**src/rtl/bss_pkg.sv**
```systemverilog
`timescale 1ns / 1ps
// ----------------------------------------------------------------------------
// bss_pkg: shared types and constants of the bounded set store
// item layouts, command codes, sequencer states and default sizes
// ----------------------------------------------------------------------------
package bss_pkg;

    localparam int CAPACITY_DEF = 16;
    localparam int VALUE_W      = 32;
    localparam int COUNT_W      = 5;
    localparam int CMD_W        = 3;

    // command codes
    localparam logic [CMD_W-1:0] CMD_CLEAR  = 3'd0;
    localparam logic [CMD_W-1:0] CMD_APPEND = 3'd1;
    localparam logic [CMD_W-1:0] CMD_MEMBER = 3'd2;
    localparam logic [CMD_W-1:0] CMD_SUBSET = 3'd3;
    localparam logic [CMD_W-1:0] CMD_UNION  = 3'd4;
    localparam logic [CMD_W-1:0] CMD_INTER  = 3'd5;

    typedef struct packed {
        logic [CMD_W-1:0]          cmd;
        logic                      set_sel;
        logic signed [VALUE_W-1:0] value;
    } in_item_t;

    typedef struct packed {
        logic                      status;
        logic                      truth;
        logic signed [VALUE_W-1:0] element;
        logic                      element_valid;
        logic [COUNT_W-1:0]        count;
        logic                      last;
    } out_item_t;

    typedef enum logic [2:0] {
        ST_IDLE,
        ST_NEXT,
        ST_FETCH,
        ST_FETCH_W,
        ST_SCAN,
        ST_LIST,
        ST_FINISH
    } state_t;

endpackage

```
**src/rtl/bounded_set_store_ops.sv**
```systemverilog
`timescale 1ns / 1ps
// ----------------------------------------------------------------------------
// bounded_set_store_ops: two bounded value sets with set-algebra commands
// clear, append, member test, subset test, union and intersection listing
// ----------------------------------------------------------------------------
// An item is taken when start is high and busy is low; busy then stays high
// until the command is done. Results come out on result, one per cycle at
// most, each marked by a one-cycle result_valid pulse, and must be taken as
// they come: there is no back pressure. The final result of a command has
// last set. All work runs through one ram read port per set (both fed from
// one address) and one 32-bit equality comparator, walked by a small
// sequencer, so latency follows the number of stored entries compared.
// Clear, append and undefined commands need no scan; a member test scans
// the selected set; subset and intersection scan B for each entry of A;
// union lists A, then scans A and the earlier B entries for each B entry,
// cut short once the list is full. A new item can be taken in the cycle
// the last result shows.
// ----------------------------------------------------------------------------
module bounded_set_store_ops
    import bss_pkg::*;
#(
    parameter int CAPACITY = CAPACITY_DEF
) (
    input  logic      clk,
    input  logic      rst_n,
    input  logic      start,
    output logic      busy,
    input  in_item_t  request,
    output logic      result_valid,
    output out_item_t result
);

    localparam int IW = (CAPACITY > 1) ? $clog2(CAPACITY) : 1;
    localparam int CW = $clog2(CAPACITY + 1);
    localparam logic [CW-1:0] CAP_C = CW'(CAPACITY);
    localparam logic [CW-1:0] ONE_C = CW'(1);

    // sequencer control
    state_t            state_reg, state_next;
    logic [CMD_W-1:0]  cmd_reg, cmd_next;
    logic              sel_reg, sel_next;
    logic [CW-1:0]     cnt_a_reg, cnt_a_next;
    logic [CW-1:0]     cnt_b_reg, cnt_b_next;
    logic [CW-1:0]     outer_reg, outer_next;   // outer loop position
    logic [CW-1:0]     idx_reg, idx_next;       // scan read position
    logic [CW-1:0]     lim_reg, lim_next;       // scan length
    logic [CW-1:0]     n_reg, n_next;           // listed elements so far
    logic              pend_reg, pend_next;     // scan read in flight
    logic              scan_b_reg, scan_b_next; // scan walks set b
    logic              ph_reg, ph_next;         // union: walking b entries
    logic              step_reg, step_next;     // union: second scan over b
    logic              truth_reg, truth_next;
    logic              hold_v_reg, hold_v_next;
    logic              res_valid_reg, res_valid_next;

    // payload
    logic [VALUE_W-1:0] value_reg, value_next;
    logic [VALUE_W-1:0] key_reg, key_next;
    logic [VALUE_W-1:0] hold_reg, hold_next;    // element waiting to go out
    out_item_t          res_reg, res_next;

    // ram side
    logic               we_a, we_b;
    logic [IW-1:0]      waddr;
    logic [IW-1:0]      raddr;
    logic [VALUE_W-1:0] rdata_a, rdata_b;
    logic [VALUE_W-1:0] scan_rdata;
    logic               scan_hit, scan_miss;
    logic [CW-1:0]      cnt_sel;

    bss_ram #(
        .WIDTH(VALUE_W),
        .DEPTH(CAPACITY)
    ) u_ram_a (
        .clk  (clk),
        .we   (we_a),
        .waddr(waddr),
        .wdata(value_reg),
        .raddr(raddr),
        .rdata(rdata_a)
    );

    bss_ram #(
        .WIDTH(VALUE_W),
        .DEPTH(CAPACITY)
    ) u_ram_b (
        .clk  (clk),
        .we   (we_b),
        .waddr(waddr),
        .wdata(value_reg),
        .raddr(raddr),
        .rdata(rdata_b)
    );

    // the one shared comparator
    assign scan_rdata = scan_b_reg ? rdata_b : rdata_a;
    assign scan_hit   = pend_reg && (scan_rdata == key_reg);
    assign scan_miss  = !scan_hit && !(idx_reg < lim_reg);

    assign cnt_sel = sel_reg ? cnt_b_reg : cnt_a_reg;
    assign waddr   = cnt_sel[IW-1:0];

    always_comb
    begin
        state_next     = state_reg;
        cmd_next       = cmd_reg;
        sel_next       = sel_reg;
        cnt_a_next     = cnt_a_reg;
        cnt_b_next     = cnt_b_reg;
        outer_next     = outer_reg;
        idx_next       = idx_reg;
        lim_next       = lim_reg;
        n_next         = n_reg;
        pend_next      = pend_reg;
        scan_b_next    = scan_b_reg;
        ph_next        = ph_reg;
        step_next      = step_reg;
        truth_next     = truth_reg;
        hold_v_next    = hold_v_reg;
        value_next     = value_reg;
        key_next       = key_reg;
        hold_next      = hold_reg;
        res_next       = res_reg;
        res_valid_next = 1'b0;
        we_a           = 1'b0;
        we_b           = 1'b0;
        raddr          = idx_reg[IW-1:0];

        case (state_reg)
            ST_IDLE:
            begin
                if (start)
                begin
                    cmd_next    = request.cmd;
                    sel_next    = request.set_sel;
                    value_next  = request.value;
                    outer_next  = '0;
                    n_next      = '0;
                    ph_next     = 1'b0;
                    step_next   = 1'b0;
                    hold_v_next = 1'b0;
                    truth_next  = 1'b1;
                    idx_next    = '0;
                    pend_next   = 1'b0;
                    case (request.cmd)
                        CMD_MEMBER:
                        begin
                            scan_b_next = request.set_sel;
                            lim_next    = request.set_sel ? cnt_b_reg : cnt_a_reg;
                            key_next    = request.value;
                            state_next  = ST_SCAN;
                        end
                        CMD_SUBSET, CMD_UNION, CMD_INTER:
                        begin
                            state_next = ST_NEXT;
                        end
                        default:
                        begin
                            state_next = ST_FINISH;
                        end
                    endcase
                end
            end

            ST_NEXT:
            begin
                case (cmd_reg)
                    CMD_SUBSET, CMD_INTER:
                    begin
                        state_next = (outer_reg == cnt_a_reg) ? ST_FINISH : ST_FETCH;
                    end
                    CMD_UNION:
                    begin
                        if (!ph_reg)
                        begin
                            if (outer_reg == cnt_a_reg)
                            begin
                                ph_next    = 1'b1;
                                outer_next = '0;
                            end
                            else
                            begin
                                state_next = ST_FETCH;
                            end
                        end
                        else if (outer_reg == cnt_b_reg || n_reg == CAP_C)
                        begin
                            state_next = ST_FINISH;
                        end
                        else
                        begin
                            state_next = ST_FETCH;
                        end
                    end
                    default:
                    begin
                        state_next = ST_FINISH;
                    end
                endcase
            end

            ST_FETCH:
            begin
                raddr      = outer_reg[IW-1:0];
                state_next = ST_FETCH_W;
            end

            ST_FETCH_W:
            begin
                key_next  = ph_reg ? rdata_b : rdata_a;
                idx_next  = '0;
                pend_next = 1'b0;
                step_next = 1'b0;
                if (cmd_reg == CMD_UNION)
                begin
                    if (ph_reg)
                    begin
                        // first look for the b entry among all of a
                        scan_b_next = 1'b0;
                        lim_next    = cnt_a_reg;
                        state_next  = ST_SCAN;
                    end
                    else
                    begin
                        state_next = ST_LIST;
                    end
                end
                else
                begin
                    scan_b_next = 1'b1;
                    lim_next    = cnt_b_reg;
                    state_next  = ST_SCAN;
                end
            end

            ST_SCAN:
            begin
                if (scan_hit || scan_miss)
                begin
                    pend_next = 1'b0;
                    case (cmd_reg)
                        CMD_MEMBER:
                        begin
                            truth_next = scan_hit;
                            state_next = ST_FINISH;
                        end
                        CMD_SUBSET:
                        begin
                            if (scan_hit)
                            begin
                                outer_next = outer_reg + ONE_C;
                                state_next = ST_NEXT;
                            end
                            else
                            begin
                                truth_next = 1'b0;
                                state_next = ST_FINISH;
                            end
                        end
                        CMD_INTER:
                        begin
                            if (scan_hit)
                            begin
                                state_next = ST_LIST;
                            end
                            else
                            begin
                                outer_next = outer_reg + ONE_C;
                                state_next = ST_NEXT;
                            end
                        end
                        CMD_UNION:
                        begin
                            if (scan_hit)
                            begin
                                outer_next = outer_reg + ONE_C;
                                state_next = ST_NEXT;
                            end
                            else if (!step_reg)
                            begin
                                // then among the earlier b entries
                                step_next   = 1'b1;
                                scan_b_next = 1'b1;
                                lim_next    = outer_reg;
                                idx_next    = '0;
                            end
                            else
                            begin
                                state_next = ST_LIST;
                            end
                        end
                        default:
                        begin
                            state_next = ST_FINISH;
                        end
                    endcase
                end
                else if (idx_reg < lim_reg)
                begin
                    idx_next  = idx_reg + ONE_C;
                    pend_next = 1'b1;
                end
                else
                begin
                    pend_next = 1'b0;
                end
            end

            ST_LIST:
            begin
                // an element goes out once the next one is known, so the
                // final one can carry last
                if (hold_v_reg)
                begin
                    res_next.status        = 1'b0;
                    res_next.truth         = 1'b0;
                    res_next.element       = hold_reg;
                    res_next.element_valid = 1'b1;
                    res_next.count         = COUNT_W'(cnt_a_reg);
                    res_next.last          = 1'b0;
                    res_valid_next         = 1'b1;
                end
                hold_next   = key_reg;
                hold_v_next = 1'b1;
                n_next      = n_reg + ONE_C;
                outer_next  = outer_reg + ONE_C;
                state_next  = ST_NEXT;
            end

            ST_FINISH:
            begin
                res_next.status        = 1'b0;
                res_next.truth         = 1'b0;
                res_next.element       = '0;
                res_next.element_valid = 1'b0;
                res_next.count         = COUNT_W'(cnt_a_reg);
                res_next.last          = 1'b1;
                res_valid_next         = 1'b1;
                state_next             = ST_IDLE;
                case (cmd_reg)
                    CMD_CLEAR:
                    begin
                        if (sel_reg)
                        begin
                            cnt_b_next = '0;
                        end
                        else
                        begin
                            cnt_a_next = '0;
                        end
                        res_next.count = '0;
                    end
                    CMD_APPEND:
                    begin
                        if (cnt_sel >= CAP_C)
                        begin
                            res_next.status = 1'b1;
                            res_next.count  = COUNT_W'(cnt_sel);
                        end
                        else
                        begin
                            we_a           = !sel_reg;
                            we_b           = sel_reg;
                            res_next.count = COUNT_W'(cnt_sel + ONE_C);
                            if (sel_reg)
                            begin
                                cnt_b_next = cnt_b_reg + ONE_C;
                            end
                            else
                            begin
                                cnt_a_next = cnt_a_reg + ONE_C;
                            end
                        end
                    end
                    CMD_MEMBER:
                    begin
                        res_next.truth = truth_reg;
                        res_next.count = COUNT_W'(cnt_sel);
                    end
                    CMD_SUBSET:
                    begin
                        res_next.truth = truth_reg;
                    end
                    CMD_UNION, CMD_INTER:
                    begin
                        // empty list gives one result with no element
                        if (hold_v_reg)
                        begin
                            res_next.element       = hold_reg;
                            res_next.element_valid = 1'b1;
                        end
                    end
                    default:
                    begin
                        res_next.count = COUNT_W'(cnt_a_reg);
                    end
                endcase
            end

            default:
            begin
                state_next = ST_IDLE;
            end
        endcase
    end

    always_ff @(posedge clk or negedge rst_n)
    begin
        if (!rst_n)
        begin
            state_reg     <= ST_IDLE;
            cmd_reg       <= CMD_CLEAR;
            sel_reg       <= 1'b0;
            cnt_a_reg     <= '0;
            cnt_b_reg     <= '0;
            outer_reg     <= '0;
            idx_reg       <= '0;
            lim_reg       <= '0;
            n_reg         <= '0;
            pend_reg      <= 1'b0;
            scan_b_reg    <= 1'b0;
            ph_reg        <= 1'b0;
            step_reg      <= 1'b0;
            truth_reg     <= 1'b0;
            hold_v_reg    <= 1'b0;
            res_valid_reg <= 1'b0;
        end
        else
        begin
            state_reg     <= state_next;
            cmd_reg       <= cmd_next;
            sel_reg       <= sel_next;
            cnt_a_reg     <= cnt_a_next;
            cnt_b_reg     <= cnt_b_next;
            outer_reg     <= outer_next;
            idx_reg       <= idx_next;
            lim_reg       <= lim_next;
            n_reg         <= n_next;
            pend_reg      <= pend_next;
            scan_b_reg    <= scan_b_next;
            ph_reg        <= ph_next;
            step_reg      <= step_next;
            truth_reg     <= truth_next;
            hold_v_reg    <= hold_v_next;
            res_valid_reg <= res_valid_next;
        end
    end

    always_ff @(posedge clk)
    begin
        value_reg <= value_next;
        key_reg   <= key_next;
        hold_reg  <= hold_next;
        res_reg   <= res_next;
    end

    assign busy         = (state_reg != ST_IDLE);
    assign result_valid = res_valid_reg;
    assign result       = res_reg;

`ifndef SYNTH
    // set counts never pass capacity
    a_count_bound: assert property (@(posedge clk) disable iff (!rst_n)
        (cnt_a_reg <= CAP_C) && (cnt_b_reg <= CAP_C))
        else $error("set count above capacity");

    // list length never passes capacity
    a_list_bound: assert property (@(posedge clk) disable iff (!rst_n)
        n_reg <= CAP_C)
        else $error("list longer than capacity");

    // every command ends with exactly one closing result
    a_finish_strobe: assert property (@(posedge clk) disable iff (!rst_n)
        (state_reg == ST_FINISH) |=> (result_valid && result.last))
        else $error("finish without closing result");

    // a non-final result only appears while the command is still running
    a_open_busy: assert property (@(posedge clk) disable iff (!rst_n)
        (result_valid && !result.last) |-> busy)
        else $error("non-final result after command end");

    // a dropped append reports a full set
    a_drop_full: assert property (@(posedge clk) disable iff (!rst_n)
        (result_valid && result.status) |-> (result.count == COUNT_W'(CAPACITY)))
        else $error("dropped append on a set that is not full");
`endif

endmodule

```
**src/rtl/bss_ram.sv**
```systemverilog
`timescale 1ns / 1ps
// ----------------------------------------------------------------------------
// bss_ram: generic single-write, single-read ram
// one write port, one read port with registered read data
// ----------------------------------------------------------------------------
module bss_ram #(
    parameter int WIDTH = 32,
    parameter int DEPTH = 16
) (
    input  logic                     clk,
    input  logic                     we,
    input  logic [$clog2(DEPTH)-1:0] waddr,
    input  logic [WIDTH-1:0]         wdata,
    input  logic [$clog2(DEPTH)-1:0] raddr,
    output logic [WIDTH-1:0]         rdata
);

    logic [WIDTH-1:0] mem_reg [DEPTH];
    logic [WIDTH-1:0] rdata_reg;

    always_ff @(posedge clk)
    begin
        if (we)
        begin
            mem_reg[waddr] <= wdata;
        end
        rdata_reg <= mem_reg[raddr];
    end

    assign rdata = rdata_reg;

endmodule
```
**config.mk**
```make
export PLATFORM = sky130hd
export DESIGN_NAME = bounded_set_store_ops
export DESIGN_NICKNAME = d
export VERILOG_FILES = /design/src/rtl/bss_pkg.sv /design/src/rtl/bounded_set_store_ops.sv /design/src/rtl/bss_ram.sv
export SDC_FILE = /design/constraint.sdc
export NUM_CORES = 2
export LEC_CHECK = 0
export ABC_CLOCK_PERIOD_IN_PS = 5250
export BUFFER_PORTS_ARGS = -buffer_cell sky130_fd_sc_hd__buf_2
export CAP_MARGIN = 20
export CORE_ASPECT_RATIO = 2
export CORE_MARGIN = 2
export CORE_UTILIZATION = 49
export CTS_CLUSTER_SIZE = 40
export DETAILED_ROUTE_END_ITERATION = 6
export GPL_TIMING_DRIVEN = 0
export PLACE_DENSITY = 0.75
export SLEW_MARGIN = 20
export SYNTH_ARGS = -nofsm -noshare
export SYNTH_HDL_FRONTEND = slang
export SYNTH_SLANG_ARGS = --single-unit
export TNS_END_PERCENT = 5
```
**constraint.sdc**
```tcl
create_clock -name clk -period 5.25 [get_ports clk]
set_clock_uncertainty 0.15 [all_clocks]
set_input_delay 0.2625 -clock clk [delete_from_list [all_inputs] [get_ports clk]]
set_output_delay 0.2625 -clock clk [all_outputs]
set_load 0.01 [all_outputs]
```
**Word level (Yosys, flattened, before mapping)**

Memory sizes are Yosys's and may differ from the RTL's. A register that Yosys moved wholly into a read port is not among the register bits.
Cells that the tools add are included.

- Latch bits: 0
- Memory bits (writable): 1,024
- Logic and storage cells: 223
- Memories kept: 2
- Output and inout port bits: 43
- Bits in registers: 181
- Memory bits (read-only): 0
- Bits of input ports: 39

Memory list:

| memory | depth | bits a word | rd ports | clocked after Yosys merged registers in | write ports | RTL line | text |
|---|---|---|---|---|---|---|---|
| u_ram_a.mem_reg | 16 | 32 | 1 | 1 | 1 | bss_ram.sv:18 | `logic [WIDTH-1:0] mem_reg [DEPTH];` |
| u_ram_b.mem_reg | 16 | 32 | 1 | 1 | 1 | bss_ram.sv:18 |  |

- Multipliers: 0
- Shifts and indexed selects: 0
- Divide/modulo/power cells: 0
- Order comparisons: 2
- $add $sub $neg: 6
- Bitwise operators: 0
- Eq/ne operators: 46
- Reduce and logical (&&, ||, !) cells: 37
- Multiplexer cells: 105

Operators by type and width:

| cell | count |
|---|---|
| $mux 5 | 29 |
| $mux 32 | 4 |
| $pmux 41 s2 | 1 |
| $mux 33 | 2 |
| $pmux 32 s2 | 1 |
| $pmux 5 s3 | 3 |
| $mux 41 | 1 |
| $pmux 5 s2 | 4 |
| $mux 1 | 35 |
| $mux 3 | 11 |
| $eq 32x32->1 | 1 |
| $add 5x1->5 const B | 6 |
| $ne 3x3->1 const B | 10 |
| $ne 2x2->1 const B | 14 |
| $eq 3x3->1 const B | 7 |
| $pmux 5 s4 | 1 |
| $reduce_and 5->1 | 4 |
| $eq 3x2->1 const B | 6 |
| $pmux 3 s6 | 1 |
| $pmux 3 s2 | 2 |
| $reduce_bool 2->1 | 6 |
| $eq 5x5->1 | 2 |
| $pmux 1 s2 | 5 |
| $pmux 1 s3 | 3 |
| 22 further kinds | 37 |

**Depth between registers and ports, before layout**

- Word-level depth: 8
- Gate-level depth with buffers: 11
- Depth with buffers taken out: 9

**Modules after synthesis**

From an unflattened synthesis, not the netlist that was laid out.

- Cell total of the unflattened synthesis: 2,412
- Area total of the unflattened synthesis: 48,534.0 sq um

Modules (own cells, without submodules):

| module | seq. area each (sq um) | area an instance (sq um) | instances | cells an instance |
|---|---|---|---|---|
| bss_ram | 16,015.4 | 19,835.3 | 2 | 838 |
| bounded_set_store_ops | 5,215.0 | 8,863.5 | 1 | 736 |

**Worst setup path after synthesis**

Ideal clock, no wire load.

- Path kind: reg2reg
- Start: register cmd_reg[0]
- End: memory u_ram_a.mem_reg[3][0] (enable)
- Required time: 4,679 ps
- Period minus slack after synthesis: 4,081 ps
- Buffers on the path: 1
- Arrival time: 3,510 ps
- Setup time: 421 ps
- Path slack: 1,169 ps
- Cell stages (with the launch flop): 8
- Path through: dfrtp_1 -> clkbuf_1 -> inv_1 -> nor3_1 -> nand2_1 -> nor3_1 -> nand2_1 -> nor2_1

- Word-level cells in the longest chain between the ends: 5

Ends and longest elaborated chain:

| item | RTL line | text |
|---|---|---|
| start: declaration | bounded_set_store_ops.sv:40 | `logic [CMD_W-1:0] cmd_reg, cmd_next;` |
| start signal: assignment | bounded_set_store_ops.sv:431 | `cmd_reg <= cmd_next;` |
| $eq 3x1->1 | bounded_set_store_ops.sv:340 | `case (cmd_reg)` |
| $mux 1 | bounded_set_store_ops.sv:340 |  |
| $mux 1 | bounded_set_store_ops.sv:129 | `case (state_reg)` |
| $mux 1 | bss_ram.sv:23 | `if (we)` |
| $mux 1 (implied by the code) | bss_ram.sv:25 | `mem_reg[waddr] <= wdata;` |
| end: declaration | bss_ram.sv:18 |  |

Every way passes these cells.

**Final worst setup path**

- Start: register state_reg[1]
- End: register u_ram_a.rdata_reg[17] (netlist: u_ram_a.rdata[17]) (read register of u_ram_a.mem_reg)

- Word-level cells in the longest chain between the ends: 2

Ends and longest elaborated chain:

| item | RTL line | text |
|---|---|---|
| start: declaration | bounded_set_store_ops.sv:39 | `state_t state_reg, state_next;` |
| start signal: assignment | bounded_set_store_ops.sv:430 | `state_reg <= state_next;` |
| $eq 3x2->1 | bounded_set_store_ops.sv:129 |  |
| $mux 4 | bounded_set_store_ops.sv:129 |  |
| end: declaration | bss_ram.sv:19 | `logic [WIDTH-1:0] rdata_reg;` |

Every way passes these cells.
A chain may end at the register's enable or synchronous reset.

==> impl_metrics.json <==
{
  "powerDensity_nw_per_um2": 495,
  "max_freq_mhz": 188,
  "htreeDepth": 3,
  "ys_seq_elements": 1269,
  "routed_via_density": 6.21,
  "drc": 3,
  "clockBufferDepth": 3,
  "status": "finished with violations",
  "crit_path_end_kind": "flop",
  "hp-class": "in2reg",
  "utilization": 0.571,
  "routedWlPerCell_um": 29.6,
  "async_flop_share": 0.0347,
  "ys.flop_type": "edfxtp_1",
  "crit_path_start_kind": "flop",
  "drt_iter0_markers": 4535,
  "fin_tns_setup_ps": -102,
  "violations": "design-rule violations, negative setup slack",
  "critical_path_peak_fanout": 10,
  "grt_pass1_vias": 33971,
  "ir_drop_uv": 333,
  "leakagePower_nw": 20.2,
  "die_x_um": 230,
  "syn_area_um2": 50300,
  "cts_tree": "done",
  "relSlewSlack": 0.110,
  "area_growth_pct": 15.8,
  "grt_util_all_layers": 0.310,
  "rows": 166,
  "hpwlAfterDp_um": 117000,
  "grt_first_pass_wirelength_um": 230000,
  "placed_area_um2": 54200,
  "postRouteAntennaNets": 0,
  "synth_cells": 3806,
  "cts_setup_buffers": 0,
  "power_w": 0.0288,
  "numCtsBuffers": 96,
  "wl_um": 164000,
  "antenna_found_initial": 17,
  "syn-num-nets": 3859,
  "multi_input_area_um2": 12300,
  "drive_above_1_share": 0.105,
  "hold_viol": 0,
  "drv_cap": 0,
  "worstMarginPinSlew_ps": 1330,
  "synth_edf_count": 1161,
  "seqCellArea_um2": 37200,
  "netlist_top_cells_area": "edfxtp_1 69%, nand2_1 8.3%, a311oi_1 3.4%, nand3_1 2.7%, dfxtp_1 2.5%",
  "layout_setup_ws_ps": -60.7,
  "start_util": 0.493,
  "grt_max_degree": 38,
  "crit_required_ps": 5660,
  "yosys.cell_types.count": 57,
  "first_pass_iters": 7,
  "top_level_ports": 82,
  "nFillCells": 7640,
  "yosysTopAreaCell": "edfxtp_1",
  "drv_slew": 0,
  "gp_congestion": 0.992,
  "clk-insertion-delay-late_ps": 720,
  "yosysSeqAreaShare": 0.741,
  "core_um2": 102000,
  "period_minus_slack_ps": 5310,
  "die_area_um2": 105000,
  "die_h_um": 457,
  "final_common_cell": "edfxtp_1",
  "cts_sinks": 1269,
  "ys_warn_count": 0,
  "vias": 34464,
  "io_buffers": 80,
  "fin_crit_sh": 1.01,
  "finalNetCount": 4170,
  "rsz0062_at_grt": "false",
  "worst-setup-path-type": "reg2reg",
  "path_clk_slew_ps": 80,
  "synth_top_area_share": 0.694,
  "cts-root-buf": "clkbuf_16",
  "setup_viol": 4,
  "layout_common_cells": "1161 x edfxtp_1, 1107 x nand2_1, 272 x nand3_1, 220 x clkbuf_1, 180 x a311oi_1",
  "crit_arrival_ps": 5720,
  "stdcell_area_um2": 58200,
  "gr-total-overflow": 0,
  "synth.avg_cell_area_um2": 13.2
}
## layout make-up
class | count | share of cell area
sequential | 1269 | 0.640
multi-input combinational | 2267 | 0.211
clock buffer | 115 | 0.0429
timing repair buffer | 213 | 0.0428
tap | 1344 | 0.0289
buffer | 253 | 0.0176
clock inverter | 65 | 0.0152
inverter | 17 | 0.00110
antenna | 11 | 0.000473
## per-layer routing
metal,vias up,track usage,share of wire
met5,-,0,0.00028
met4,8,0.307,0.12
met3,740,0.0674,0.087
met2,2342,0.546,0.51
met1,16758,0.289,0.28
li1,14616,-,-
## worst max-delay path, cell delays in order (launching register included)
cell and delay, ps:
dfrtp_1 320, buf_2 190, inv_1 160, nor3_4 440, mux2i_2 750, buf_2 660
clkbuf_2 680, clkbuf_1 530, nand2_1 110, nand3_1 110, a31oi_1 320, a21oi_1 670
## where the power goes
group	total, W	switching (W)	internal [W]	leakage, nW
combinational	0.00823	0.00594	0.00230	6.98
clock	0.00800	0.00358	0.00441	1.63
sequential	0.0126	0.000557	0.0120	11.6
## synth_stat cells (all sizes together), types with 52 or more instances
cell type,instances
edfxtp,1161
nand2,1107
nand3,272
clkbuf,212
a311oi,193
and3,131
mux2i,85
a21oi,84
a31oi,68
dfxtp,64
o21ai,63
and2,52
## worst paths after layout
check | to | start | cells past startpoint | slack [ps]
max | u_ram_a.rdata[17] | state_reg[1] | 11 | -60
min | sel_reg | request[32] | 2 | 110
max reg2reg | u_ram_a.rdata[17] | state_reg[1] | 11 | -60
min reg2reg | hold_reg[6] | key_reg[6] | 0 | 310
max in group asynchronous | idx_reg[3] | rst_n | 4 | 4080
min in group asynchronous | cnt_b_reg[4] | rst_n | 3 | 390
## cell families (layout without fill, tap and decap cells)
| family | count (synthesis) | after routing | synth area share |
|---|---|---|---|
| xor+xnor | 47 | 47 | 0.00819 |
| mux | 99 | 99 | 0.0201 |
| buf+inv | 270 | 663 | 0.0214 |
| fa+ha+maj | 14 | 14 | 0.00348 |
| flops | 1269 | 1269 | 0.741 |
| compound gates | 450 | 450 | 0.0639 |
| simple gates | 1657 | 1657 | 0.142 |
| other cells | 0 | 11 | 0 |
## repair_timing
| item | 4_1_cts | 5_1_grt |
|---|---|---|
| hold buffers | 39 | 0 |
| endpoints found under the hold margin | 112 | 0 |
| setup endpoints to repair | 41 | 27 |
| resized for setup | 8 | 11 |
## per-stage QoR
| stage | setup WS, ps | hold WS (ps) | std cells |
|---|---|---|---|
| global placement | -1610 | 304 | 5230 |
| floorplan | 1170 | -183 | 3806 |
| CTS | 0.453 | 84.7 | 5536 |
| global route | 51.2 | 124 | 5546 |
| finish | -60.7 | 114 | 5554 |
| detailed placement | -519 | 161 | 5317 |
(Power assumes the default switching activity.)
